**src/design/jog_shuttle_report_decoder_unit_assert.svh**
```systemverilog
// Assertion macros for the jog/shuttle report decoder.
// Included by the top level; no other dependencies.
`ifndef JOG_SHUTTLE_REPORT_DECODER_UNIT_ASSERT_SVH
`define JOG_SHUTTLE_REPORT_DECODER_UNIT_ASSERT_SVH

// Same-cycle implication, disabled during reset.
`define JSRD_ASSERT_NOW(label, clk, rst_n, ante, cons) \
  label: assert property (@(posedge clk) disable iff (!rst_n) (ante) |-> (cons)) \
    else $error("jsrd same-cycle check failed");

// Next-cycle implication, disabled during reset.
`define JSRD_ASSERT_NEXT(label, clk, rst_n, ante, cons) \
  label: assert property (@(posedge clk) disable iff (!rst_n) (ante) |=> (cons)) \
    else $error("jsrd next-cycle check failed");

`endif

```
**src/design/jsrd_pkg.sv**
```systemverilog
// Shared types and constants of the jog/shuttle report decoder.
// No dependencies.
`timescale 1ns / 1ps
`default_nettype none

package jsrd_pkg;

  localparam int unsigned BtnWidth   = 16;
  localparam int unsigned QueueDepth = 4;
  localparam int unsigned QueuePtrW  = 2;

  localparam logic [6:0] PadLen  = 7'd5;
  localparam logic [6:0] KnobLen = 7'd64;

  localparam logic [7:0] CodeA   = 8'h06;
  localparam logic [7:0] CodeB   = 8'h03;
  localparam logic [7:0] CodeC   = 8'h7d;
  localparam logic [7:0] CodeJog = 8'h07;
  localparam logic [7:0] DirUp   = 8'h01;
  localparam logic [7:0] DirDown = 8'h02;

  localparam logic [3:0] KnobIdxA = 4'd6;
  localparam logic [3:0] KnobIdxB = 4'd7;
  localparam logic [3:0] KnobIdxC = 4'd5;

  localparam logic [4:0] RevBase = 5'd16;

  localparam logic DevPad  = 1'b0;
  localparam logic DevKnob = 1'b1;

  localparam logic ActReport = 1'b0;

  typedef enum logic [2:0] {
    EvJogUp    = 3'd0,
    EvJogDown  = 3'd1,
    EvPress    = 3'd2,
    EvRelease  = 3'd3,
    EvShutFwd  = 3'd4,
    EvShutRev  = 3'd5
  } event_kind_e;

  typedef struct packed {
    event_kind_e kind;
    logic [3:0]  idx;
    logic [4:0]  speed;
  } event_t;

  // One decoded item: a leading event, a run of button edges, a trailing jog.
  typedef struct packed {
    logic                pre_v;
    event_t              pre;
    logic [BtnWidth-1:0] mask;
    logic [BtnWidth-1:0] newb;
    logic                post_v;
    logic                post_down;
  } job_t;

  typedef struct packed {
    logic full;
    logic nonempty;
  } q_status_t;

endpackage

`default_nettype wire

```
**src/design/jsrd_front.sv**
```systemverilog
// Front end: accepts items, tracks device state and builds event jobs.
// Depends on jsrd_pkg.
`timescale 1ns / 1ps
`default_nettype none

module jsrd_front #(
  parameter int unsigned BUTTON_COUNT = 16
) (
  input  wire logic                clk_i,
  input  wire logic                rst_ni,
  input  wire logic                cfg_we_i,
  input  wire logic                cfg_wdata_i,
  input  wire logic                in_valid_i,
  output logic                     in_ready_o,
  input  wire logic                action_i,
  input  wire logic [6:0]          report_length_i,
  input  wire logic [7:0]          shuttle_byte_i,
  input  wire logic [7:0]          jog_byte_i,
  input  wire logic [7:0]          byte_three_i,
  input  wire logic [7:0]          byte_four_i,
  input  wire logic [7:0]          byte_five_i,
  input  jsrd_pkg::q_status_t      q_status_i,
  output logic                     push_o,
  output jsrd_pkg::job_t           job_o,
  output logic                     device_kind_o
);

  localparam logic [jsrd_pkg::BtnWidth-1:0] BtnMask =
    jsrd_pkg::BtnWidth'((33'd1 << BUTTON_COUNT) - 33'd1);

  logic                            device_kind_q;
  logic [jsrd_pkg::BtnWidth-1:0]   buttons_q, buttons_d;
  logic [7:0]                      jog_q, jog_d;
  logic [7:0]                      shuttle_q, shuttle_d;
  logic [7:0]                      code_q, code_d;
  logic                            accept;
  logic [jsrd_pkg::BtnWidth-1:0]   newb;
  logic                            a_now, a_was, b_now, b_was, c_now, c_was;
  jsrd_pkg::job_t                  job;

  assign in_ready_o    = !q_status_i.full;
  assign accept        = in_valid_i && in_ready_o;
  assign newb          = {byte_four_i, byte_three_i};
  assign device_kind_o = device_kind_q;

  assign a_now = byte_five_i == jsrd_pkg::CodeA;
  assign a_was = code_q == jsrd_pkg::CodeA;
  assign b_now = byte_five_i == jsrd_pkg::CodeB;
  assign b_was = code_q == jsrd_pkg::CodeB;
  assign c_now = byte_five_i == jsrd_pkg::CodeC;
  assign c_was = code_q == jsrd_pkg::CodeC;

  always_comb begin
    job       = '0;
    buttons_d = buttons_q;
    jog_d     = jog_q;
    shuttle_d = shuttle_q;
    code_d    = code_q;
    if (action_i != jsrd_pkg::ActReport) begin
      if (shuttle_q[7:3] == 5'd0 && shuttle_q[2:0] != 3'd0) begin
        job.pre_v       = 1'b1;
        job.pre.kind    = jsrd_pkg::EvShutFwd;
        job.pre.speed   = {2'b00, shuttle_q[2:0]};
      end else if (shuttle_q[7:4] == 4'hf) begin
        job.pre_v       = 1'b1;
        job.pre.kind    = jsrd_pkg::EvShutRev;
        job.pre.speed   = jsrd_pkg::RevBase - {1'b0, shuttle_q[3:0]};
      end
    end else if (device_kind_q == jsrd_pkg::DevPad && report_length_i == jsrd_pkg::PadLen) begin
      if (jog_byte_i == 8'(jog_q + 8'd1)) begin
        job.pre_v    = 1'b1;
        job.pre.kind = jsrd_pkg::EvJogUp;
      end else if (jog_byte_i != jog_q) begin
        job.pre_v    = 1'b1;
        job.pre.kind = jsrd_pkg::EvJogDown;
      end
      job.mask  = (newb ^ buttons_q) & BtnMask;
      job.newb  = newb;
      buttons_d = newb;
      jog_d     = jog_byte_i;
      shuttle_d = shuttle_byte_i;
    end else if (device_kind_q == jsrd_pkg::DevKnob && report_length_i == jsrd_pkg::KnobLen) begin
      priority if (a_now != a_was) begin
        job.pre_v    = 1'b1;
        job.pre.kind = a_now ? jsrd_pkg::EvPress : jsrd_pkg::EvRelease;
        job.pre.idx  = jsrd_pkg::KnobIdxA;
      end else if (b_now != b_was) begin
        job.pre_v    = 1'b1;
        job.pre.kind = b_now ? jsrd_pkg::EvPress : jsrd_pkg::EvRelease;
        job.pre.idx  = jsrd_pkg::KnobIdxB;
      end else if (c_now != c_was) begin
        job.pre_v    = 1'b1;
        job.pre.kind = c_now ? jsrd_pkg::EvPress : jsrd_pkg::EvRelease;
        job.pre.idx  = jsrd_pkg::KnobIdxC;
      end else begin
        job.pre_v    = 1'b0;
      end
      if (byte_five_i == jsrd_pkg::CodeJog) begin
        job.post_v    = byte_three_i == jsrd_pkg::DirUp || byte_three_i == jsrd_pkg::DirDown;
        job.post_down = byte_three_i == jsrd_pkg::DirDown;
      end
      code_d = byte_five_i;
    end
  end

  assign job_o  = job;
  assign push_o = accept && (job.pre_v || (|job.mask) || job.post_v);

  always_ff @(posedge clk_i or negedge rst_ni) begin
    if (!rst_ni) begin
      device_kind_q <= jsrd_pkg::DevPad;
      buttons_q     <= '0;
      jog_q         <= '0;
      shuttle_q     <= '0;
      code_q        <= '0;
    end else begin
      if (cfg_we_i) begin
        device_kind_q <= cfg_wdata_i;
      end
      if (accept) begin
        buttons_q <= buttons_d;
        jog_q     <= jog_d;
        shuttle_q <= shuttle_d;
        code_q    <= code_d;
      end
    end
  end

endmodule

`default_nettype wire

```
**src/design/jsrd_queue.sv**
```systemverilog
// Short job queue between front and back end.
// Depends on jsrd_pkg.
`timescale 1ns / 1ps
`default_nettype none

module jsrd_queue (
  input  wire logic            clk_i,
  input  wire logic            rst_ni,
  input  wire logic            push_i,
  input  jsrd_pkg::job_t       push_job_i,
  input  wire logic            pop_i,
  output jsrd_pkg::job_t       head_o,
  output jsrd_pkg::q_status_t  status_o
);

  jsrd_pkg::job_t                   slots_q [jsrd_pkg::QueueDepth];
  logic [jsrd_pkg::QueuePtrW-1:0]   wr_q, rd_q;
  logic [jsrd_pkg::QueuePtrW:0]     count_q;

  assign head_o            = slots_q[rd_q];
  assign status_o.full     = count_q == (jsrd_pkg::QueuePtrW + 1)'(jsrd_pkg::QueueDepth);
  assign status_o.nonempty = count_q != '0;

  always_ff @(posedge clk_i) begin
    if (push_i) begin
      slots_q[wr_q] <= push_job_i;
    end
  end

  always_ff @(posedge clk_i or negedge rst_ni) begin
    if (!rst_ni) begin
      wr_q    <= '0;
      rd_q    <= '0;
      count_q <= '0;
    end else begin
      if (push_i) begin
        wr_q <= wr_q + 1'b1;
      end
      if (pop_i) begin
        rd_q <= rd_q + 1'b1;
      end
      if (push_i && !pop_i) begin
        count_q <= count_q + 1'b1;
      end else if (pop_i && !push_i) begin
        count_q <= count_q - 1'b1;
      end
    end
  end

endmodule

`default_nettype wire

```
**src/design/jsrd_back.sv**
```systemverilog
// Back end: walks one job at a time and emits its events into the output register.
// Depends on jsrd_pkg.
`timescale 1ns / 1ps
`default_nettype none

module jsrd_back (
  input  wire logic             clk_i,
  input  wire logic             rst_ni,
  input  jsrd_pkg::job_t        head_i,
  input  jsrd_pkg::q_status_t   q_status_i,
  output logic                  pop_o,
  output logic                  out_valid_o,
  input  wire logic             out_ready_i,
  output logic [2:0]            event_kind_o,
  output logic [3:0]            button_index_o,
  output logic [4:0]            shuttle_speed_o,
  output logic                  last_event_o
);

  logic                 busy_q;
  jsrd_pkg::job_t       job_q;
  logic                 out_valid_q;
  jsrd_pkg::event_t     ev_q, ev_d;
  logic                 last_q, last_d;
  jsrd_pkg::job_t       cur, rem;
  logic                 have, advance;
  logic [3:0]           low_idx;

  assign cur     = busy_q ? job_q : head_i;
  assign have    = busy_q || q_status_i.nonempty;
  assign advance = have && (!out_valid_q || out_ready_i);
  assign pop_o   = advance && !busy_q;

  always_comb begin
    low_idx = '0;
    for (int i = jsrd_pkg::BtnWidth - 1; i >= 0; i--) begin
      if (cur.mask[i]) begin
        low_idx = 4'(i);
      end
    end
  end

  always_comb begin
    rem  = cur;
    ev_d = '0;
    if (cur.pre_v) begin
      ev_d      = cur.pre;
      rem.pre_v = 1'b0;
    end else if (|cur.mask) begin
      ev_d.kind = cur.newb[low_idx] ? jsrd_pkg::EvPress : jsrd_pkg::EvRelease;
      ev_d.idx  = low_idx;
      rem.mask  = cur.mask & (cur.mask - 1'b1);
    end else begin
      ev_d.kind  = cur.post_down ? jsrd_pkg::EvJogDown : jsrd_pkg::EvJogUp;
      rem.post_v = 1'b0;
    end
    last_d = !rem.pre_v && (rem.mask == '0) && !rem.post_v;
  end

  always_ff @(posedge clk_i) begin
    if (advance) begin
      ev_q   <= ev_d;
      last_q <= last_d;
      job_q  <= rem;
    end
  end

  always_ff @(posedge clk_i or negedge rst_ni) begin
    if (!rst_ni) begin
      busy_q      <= 1'b0;
      out_valid_q <= 1'b0;
    end else begin
      if (advance) begin
        busy_q      <= !last_d;
        out_valid_q <= 1'b1;
      end else if (out_ready_i) begin
        out_valid_q <= 1'b0;
      end
    end
  end

  assign out_valid_o     = out_valid_q;
  assign event_kind_o    = ev_q.kind;
  assign button_index_o  = ev_q.idx;
  assign shuttle_speed_o = ev_q.speed;
  assign last_event_o    = last_q;

endmodule

`default_nettype wire

```
**src/design/jog_shuttle_report_decoder_unit.sv**
```systemverilog
// Jog/shuttle report decoder top level: front end, job queue and back end.
// Depends on jsrd_pkg, jsrd_front, jsrd_queue, jsrd_back and the assert header.
// An item is decoded into a job as it is accepted; the job waits in a four-deep
// queue, and the back end emits one event per cycle from it while the output is
// not stalled. A pad report with a jog change and all sixteen buttons toggled
// yields 17 events, a knob report up to 2, a tick 1, and an item that yields
// nothing is not queued. The input side keeps accepting while the queue has
// room, independent of the output stall; the first event of an item passes
// through the queue and then the back end's output register before it shows.
`timescale 1ns / 1ps
`default_nettype none

`include "jog_shuttle_report_decoder_unit_assert.svh"

module jog_shuttle_report_decoder_unit #(
  parameter int unsigned BUTTON_COUNT = 16
) (
  input  wire logic        clk_i,
  input  wire logic        rst_ni,
  input  wire logic        cfg_we_i,
  input  wire logic        cfg_wdata_i,
  input  wire logic        in_valid_i,
  output logic             in_ready_o,
  input  wire logic        action_i,
  input  wire logic [6:0]  report_length_i,
  input  wire logic [7:0]  shuttle_byte_i,
  input  wire logic [7:0]  jog_byte_i,
  input  wire logic [7:0]  byte_three_i,
  input  wire logic [7:0]  byte_four_i,
  input  wire logic [7:0]  byte_five_i,
  output logic             out_valid_o,
  input  wire logic        out_ready_i,
  output logic [2:0]       event_kind_o,
  output logic [3:0]       button_index_o,
  output logic [4:0]       shuttle_speed_o,
  output logic             last_event_o
);

  jsrd_pkg::q_status_t q_status;
  jsrd_pkg::job_t      push_job, head_job;
  logic                push, pop;
  logic                device_kind;
  logic                ev_shuttle, ev_button;

  jsrd_front #(
    .BUTTON_COUNT(BUTTON_COUNT)
  ) u_front (
    .clk_i,
    .rst_ni,
    .cfg_we_i,
    .cfg_wdata_i,
    .in_valid_i,
    .in_ready_o,
    .action_i,
    .report_length_i,
    .shuttle_byte_i,
    .jog_byte_i,
    .byte_three_i,
    .byte_four_i,
    .byte_five_i,
    .q_status_i    (q_status),
    .push_o        (push),
    .job_o         (push_job),
    .device_kind_o (device_kind)
  );

  jsrd_queue u_queue (
    .clk_i,
    .rst_ni,
    .push_i     (push),
    .push_job_i (push_job),
    .pop_i      (pop),
    .head_o     (head_job),
    .status_o   (q_status)
  );

  jsrd_back u_back (
    .clk_i,
    .rst_ni,
    .head_i     (head_job),
    .q_status_i (q_status),
    .pop_o      (pop),
    .out_valid_o,
    .out_ready_i,
    .event_kind_o,
    .button_index_o,
    .shuttle_speed_o,
    .last_event_o
  );

  assign ev_shuttle = out_valid_o && (event_kind_o == jsrd_pkg::EvShutFwd ||
                                      event_kind_o == jsrd_pkg::EvShutRev);
  assign ev_button  = out_valid_o && (event_kind_o == jsrd_pkg::EvPress ||
                                      event_kind_o == jsrd_pkg::EvRelease);

  `JSRD_ASSERT_NOW(a_no_push_when_full, clk_i, rst_ni, push, !q_status.full)
  `JSRD_ASSERT_NOW(a_no_pop_when_empty, clk_i, rst_ni, pop, q_status.nonempty)
  `JSRD_ASSERT_NOW(a_shuttle_fields, clk_i, rst_ni, ev_shuttle, button_index_o == 4'd0 && shuttle_speed_o != 5'd0)
  `JSRD_ASSERT_NOW(a_button_speed_zero, clk_i, rst_ni, ev_button, shuttle_speed_o == 5'd0)
  `JSRD_ASSERT_NEXT(a_kind_stable_cfg, clk_i, rst_ni, cfg_we_i, device_kind == $past(cfg_wdata_i))

endmodule

`default_nettype wire

```
**config.mk**
```make
export PLATFORM = sky130hd
export DESIGN_NAME = jog_shuttle_report_decoder_unit
export DESIGN_NICKNAME = d
export VERILOG_FILES = /design/src/design/jsrd_pkg.sv /design/src/design/jsrd_front.sv /design/src/design/jsrd_queue.sv /design/src/design/jsrd_back.sv /design/src/design/jog_shuttle_report_decoder_unit.sv
export VERILOG_INCLUDE_DIRS = /design/src /design/src/design
export SDC_FILE = /design/constraint.sdc
export NUM_CORES = 1
export LEC_CHECK = 0
export ABC_AREA = 1
export BUFFER_PORTS_ARGS = -buffer_cell sky130_fd_sc_hd__buf_2
export CORE_ASPECT_RATIO = 0.8
export CORE_MARGIN = 2
export CORE_UTILIZATION = 40
export DETAILED_ROUTE_END_ITERATION = 16
export PLACE_DENSITY = 0.66
export SYNTH_ARGS = -nofsm -noshare
export SYNTH_HDL_FRONTEND = slang
export SYNTH_HIERARCHICAL = 1
export SYNTH_SLANG_ARGS = --single-unit
```
**constraint.sdc**
```tcl
create_clock -name clk_i -period 4.6 [get_ports clk_i]
set_input_delay 0.23 -clock clk_i [delete_from_list [all_inputs] [get_ports clk_i]]
set_output_delay 0.23 -clock clk_i [all_outputs]
set_load 0.03 [all_outputs]
```
==> results of run 1 <==
[registers in the layout, indices dropped and copies added, names as in the netlist]
name and cells:
u_front/buttons_q 16, u_front/shuttle_q 8, u_queue/wr_q 2, u_back/shuttle_speed_o 5, u_back/job_q 35, u_front/device_kind_o 1, u_front/jog_q 8, u_queue/count_q 3
u_back/out_valid_o 1, u_queue/rd_q 2, u_back/event_kind_o 3, u_queue/slots_q 188, u_back/button_index_o 4, u_back/last_event_o 1, u_back/busy_q 1, u_front/code_q 8
[layout by cell type (no fill, tap or decap), types with 3 or more instances in the layout]
master / count
o21bai_1: 3
o21ai_0: 27
clkinv_2: 4
buf_4: 17
nor2_2: 4
inv_1: 202
o211ai_1: 42
nand2_2: 7
a31oi_1: 4
mux2_4: 11
o211ai_2: 52
edfxtp_1: 236
clkbuf_16: 29
clkbuf_8: 3
inv_2: 12
clkbuf_1: 12
nand4_1: 7
ha_1: 9
a21oi_1: 20
nor4_1: 8
nor3_1: 15
clkinv_1: 4
xor2_1: 8
xnor2_1: 8
dfrtp_1: 49
o21ai_1: 21
or2_1: 7
o21ai_2: 5
buf_2: 68
nor2_1: 108
dlygate4sd3_1: 39
nand2_1: 383
nand3_1: 41
[cell type report]
| type | instances | area share |
|---|---|---|
| clock buffer | 44 | 0.0510 |
| clock inverter | 10 | 0.00330 |
| inverter | 215 | 0.0509 |
| multi-input combinational | 817 | 0.277 |
| sequential | 286 | 0.524 |
| tap | 472 | 0.0371 |
| timing repair buffer | 126 | 0.0565 |
[where the power goes]
group / total [mW] / switching, mW / leakage, nW / internal [mW]
Sequential: 3.52 / 0.247 / 2.89 / 3.27
Clock: 2.19 / 0.973 / 0.424 / 1.21
Combinational: 2.74 / 1.88 / 3.65 / 0.857
Total: 8.45 / 3.10 / 6.97 / 5.34
[final timing paths]
kind                                     from              endpoint  slack, ns  cells after the start
setup reg to reg              u_queue/rd_q[0]         u_back/busy_q       0.85                     17
hold reg to reg            u_queue/count_q[2]    u_queue/count_q[2]       0.48                      2
setup / recovery              u_queue/rd_q[0]         u_back/busy_q       0.85                     17
max in group asynchronous              rst_ni       u_queue/rd_q[0]       3.69                      3
hold / removal                byte_three_i[1]  u_front/buttons_q[1]       0.03                      3
min in group asynchronous              rst_ni    u_queue/count_q[1]       0.36                      3
[logic make-up after synthesis]
kind of cell | Yosys count | share of synthesized area
fa+ha+maj | 10 | 0.00952
simple gates | 594 | 0.177
compound gates | 181 | 0.104
mux | 15 | 0.0149
xor+xnor | 16 | 0.0101
buf+inv | 269 | 0.0858
other cells | 1 | 0.000269
flops | 286 | 0.599
[per-layer routing]
metal	vias up	part of all wire	GRT usage
li1	4743	-	-
met5	-	0	0
met4	0	0.016	0.0353
met1	4624	0.46	0.266
met3	38	0.083	0.0329
met2	299	0.44	0.277
[metrics by stage]
step                hold slack (ns)  instances
floorplan                   -0.0656       1372
global placement              0.426       1877
detailed placement            0.435       1877
CTS                          0.0128       1970
global route                 0.0480       1970
finish                       0.0331       1970
[critical path, cell delays in order (launching register included)]
cell      delay [ns]
dfrtp_4         1.04
buf_4           0.42
nand2_1         0.09
o211ai_1        0.09
nand2_1         0.12
o21a_1          0.23
nor2_1          0.13
nand2_2         0.10
nor2_2          0.11
nand2_2         0.09
nor2_4          0.17
nand2_1         0.09
inv_2           0.08
nor2_1          0.05
nor4_1          0.32
nand4_1         0.17
o21ai_1         0.15
o21ai_1         0.08
[repair_timing]
item,in CTS,in global routing
hold buffers,39,0
resized for setup,0,0
endpoints found under the setup margin,0,0
endpoints found under the hold margin,87,0
==> results.toml, run 1 <==
[final_layout]
nets = 1539
drive_gt1_frac = 0.152
seqCellArea_um2 = 8340
fin_area_um2 = 15900
final_core_util = 0.461
fillCellCount = 3261
areaGrowthSynthToFinish_pct = 14.2
diodes = 0
multi_input_comb_area_um2 = 4410

[power_and_ir_drop]
p_per_area_nw_per_um2 = 531
irDropWorstVdd_v = 0.000342
total_power_mw = 8.45
leakagePower_nw = 6.97

[cts]
cts.htree.levels = 1
cts_sinks = 286
clockBufferDepth = 3
insertion_delay_ns = 0.57
post_cts_buffers = 0
cts_buffers = 29
tritoncts = "yes"
root_buffer = "clkbuf_16"
clkSlewWorstSetupHoldPaths_ns = 0.07

[floorplanning]
core_um2 = 34500
initial_core_util = 0.404
die_y_um = 171
dieArea_um2 = 36300
rows = 61
io_pins = 69
die_x_um = 213

[timing]
max_freq_mhz = 267
finalWorstPathRequiredPeriod_ns = 3.75
setup_ws_ns = 0.852
max-slew-margin-rel = 0.352
timing.final.crit_share = 0.815
hold_violations = 0
fin_skew_ns = 0.0230
slew_viol_final = 0
rsz0062_at_grt = "false"
worst_pin_slew_ns = 0.972
finalSetupTns_ns = 0
setup_viol = 0

[route]
wl_per_cell_um = 16.3
vias_per_cell = 4.93
routed_wirelength_um = 32100
drtAntennaViolNets = 0
detail_route.first_pass.iterations = 6
first_iter_violations = 827
drc = 0
vias = 9704

[grt]
grt_overflow = 0
grt_pass1_vias = 9309
grt_pass1_wl_um = 50400
grt_max_degree = 87
antenna_found_initial = 1
grt_usage = 0.179

[worst_setup_path]
cp.arrival_ns = 4.16
startpoint_type = "flop"
path_class = "reg -> reg"
path_max_fanout = 86
end_kind = "flop"
required_ns = 5.01

[yosys]
synth_most_common_cell = "nand2_1"
seq_area_frac_synth = 0.599
syn_nets = 1436
yosys_warnings = 6
syn_area_um2 = 13900
synth_cell_type_count = 49
synth_top_cell_by_area = "edfxtp_1"
synth_common_cells = "nand2_1 (383), edfxtp_1 (236), inv_1 (205)"
syn_inst = 1372
synth_top_area_share = 0.509
syn-mean-instance-area_um2 = 10.2
ys_async_sr_fraction = 0.175
synth_area_leaders = "edfxtp_1 (51%), nand2_1 (10%), dfrtp_1 (9.0%)"
synth-edff-count = 236
synthFlopType = "edfxtp_1"
ys_ff_latch = 286

[run_status]
status = "complete, no violations"

[place]
portBuffers = 68
post-place-ws_ns = 0.901
dp_hpwl_um = 21300
place_area_um2 = 14700
gp_congestion = 0.819

[hold_path]
hold_class = "in -> reg"

[flow_run]
maxCapViolCount = 0
(Power assumes the default switching activity.)
==> run 2, diff against run 1 <==
Clock period 4.6 ns to 3.1 ns, I/O delays scaled along.
==> run 2 against run 1 <==
  * The run now ends with setup timing left
  * Power grew 68%
  * Clock power grew 83%
  * Clock-buffer cell count shrank 8
  * Critical path type unchanged
  * Sequential share of layout area shrank 3.1 points
  * Sequential power grew 44%
  * Register-to-register slack lost 0.86 ns
  * Via count grew 3.0%
  * Hold slack gained 0.088 ns
  * Global-route usage grew 0.21 points
  * Routed wire length grew 4.0%
  * Design area grew 6.3%
  * Largest power group is now combinational cells
  * Maximum frequency grew 21%
==> results.toml, run 2 (synthesized netlist as in run 1, its figures left out) <==
[run_status]
status = "complete, but fails checks"
violations = "setup timing"

[floorplanning]
initial_core_util = 0.404
die_x_um = 213
dieArea_um2 = 36300
core_um2 = 34500
rows = 61
die_y_um = 171
io_pins = 69

[power_and_ir_drop]
leakagePower_nw = 7.41
p_per_area_nw_per_um2 = 837
irDropWorstVdd_v = 0.000541

[timing]
timing.final.crit_share = 1.00
finalSetupTns_ns = -0.00593
worst_pin_slew_ns = 0.897
max_freq_mhz = 322
setup_viol = 1
setup_ws_ns = -0.00593
finalWorstPathRequiredPeriod_ns = 3.11
slew_viol_final = 0
rsz0062_at_grt = "true"
fin_skew_ns = 0.0240
hold_violations = 0
max-slew-margin-rel = 0.402

[cts]
clkSlewWorstSetupHoldPaths_ns = 0.07
cts.htree.levels = 1
cts_sinks = 286
root_buffer = "clkbuf_16"
cts_buffers = 29
tritoncts = "yes"
insertion_delay_ns = 0.57
clockBufferDepth = 3

[route]
wl_per_cell_um = 16.5
vias = 9996
first_iter_violations = 753
vias_per_cell = 4.93
drc = 0
routed_wirelength_um = 33300
detail_route.first_pass.iterations = 5
drtAntennaViolNets = 0

[place]
portBuffers = 68
dp_hpwl_um = 21500
placed_cells = 1907
post-place-ws_ns = -0.190
gp_congestion = 0.915
place_area_um2 = 15000

[final_layout]
seqCellArea_um2 = 8340
fin_area_um2 = 16900
final_cell_mix = "nand2_1 (380), edfxtp_1 (236), inv_1 (201)"
reg_top3 = "u_queue/slots_q (188), u_back/job_q (35), u_front/buttons_q (16)"
drive_gt1_frac = 0.198
fillCellCount = 3108
areaGrowthSynthToFinish_pct = 21.4
nets = 1595
finalNonFillerCells = 2026
final_common_cell = "nand2_1"
largest_register_ffs = 188
regMostFlops = "u_queue/slots_q"
multi_input_comb_area_um2 = 4530
diodes = 0

[grt]
grt_max_degree = 52
antenna_found_initial = 0
grt_overflow = 0
grt_pass1_vias = 9634
grt_pass1_wl_um = 51500
grt_usage = 0.182

[worst_setup_path]
slowest_delay_ns = 0.53
end_kind = "flop"
cp.arrival_ns = 3.50
path_class = "reg -> reg"
worstPathCellList = "buf_12 -> buf_12 -> o211ai_1 -> nand2_1 -> mux2i_4 -> nand2_1 -> nor2_4 -> inv_2 -> nor3_2 -> a21oi_2 -> nor4_2 -> nand4_1 -> nor2_1"
path_max_fanout = 36
required_ns = 3.49
startpoint_type = "flop"
cp_top_family = "simple AND/OR/NAND/NOR gates"
cp_num_buf_inv = 3
regToRegSetupSlack_ns = -0.006
cp_slowest_cell = "dfrtp_4"

[flow_run]
maxCapViolCount = 0

[hold_path]
hold_class = "in -> reg"
[run 2: cell count changes in the layout (fill, tap and decap cells not counted), sizes merged]
cell	previous run	this run
buf	87	135
bufinv	0	8
clkinvlp	0	6
clkbuf	44	39
dlygate4sd3	39	44
clkinv	9	6
inv	216	213
[run 2: power breakdown]
| part | switching, mW | leakage [nW] | internal (mW) |
|---|---|---|---|
| registers | 0.204 | 2.89 | 4.86 |
| logic | 3.22 | 3.98 | 1.87 |
| clock network | 1.52 | 0.531 | 2.48 |
[run 2: area by class of cell]
type,count,area share
inverters,215,0.0487
clock inverters,18,0.0181
clock buffers,36,0.0468
repair buffers,182,0.0903
flip-flops and latches,286,0.493
multi-input cells,817,0.268
well taps,472,0.0349
[run 2: stage by stage]
step                total power, mW  hold slack [ns]  utilization
finish                         14.2            0.121        0.490
global route                   14.9            0.135        0.490
CTS                            13.7            0.108        0.480
detailed placement             9.58            0.331        0.435
global placement               9.48            0.319        0.435
floorplan                      8.31           -0.141            -
[run 2: timing repair]
item / CTS / global route
pin swaps: 0 / 25
endpoints found under the hold margin: 79 / 0
endpoints found under the setup margin: 2 / 3
gates cloned: 0 / 3
gates resized for setup: 3 / 33
setup buffers: 1 / 17
hold buffers: 44 / 0
[run 2: metal layers]
layer  vias up  global-route usage  wire length (µm)
li1       4857                   -                 -
met1      4754               0.262             15400
met2       327               0.290             15000
met3        58              0.0305              2260
met4         0              0.0362               618
met5         -                   0                 0
[run 2: tightest hold or removal path: stages]
cell     delay [ns]
buf_2          0.10
buf_4          0.19
nor2_8         0.07
nand3_1        0.06
nand2_1        0.05
[run 2: path summary, 6_finish.rpt]
path                                    start                    to  cells past startpoint
max in group asynchronous              rst_ni  u_front/buttons_q[3]                      3
min in group asynchronous              rst_ni  u_front/shuttle_q[5]                      2
max reg2reg                   u_queue/rd_q[0]   u_back/last_event_o                     13
max                           u_queue/rd_q[0]   u_back/last_event_o                     13
min reg2reg                u_queue/count_q[2]    u_queue/count_q[2]                      2
min                                  action_i      u_front/jog_q[2]                      5
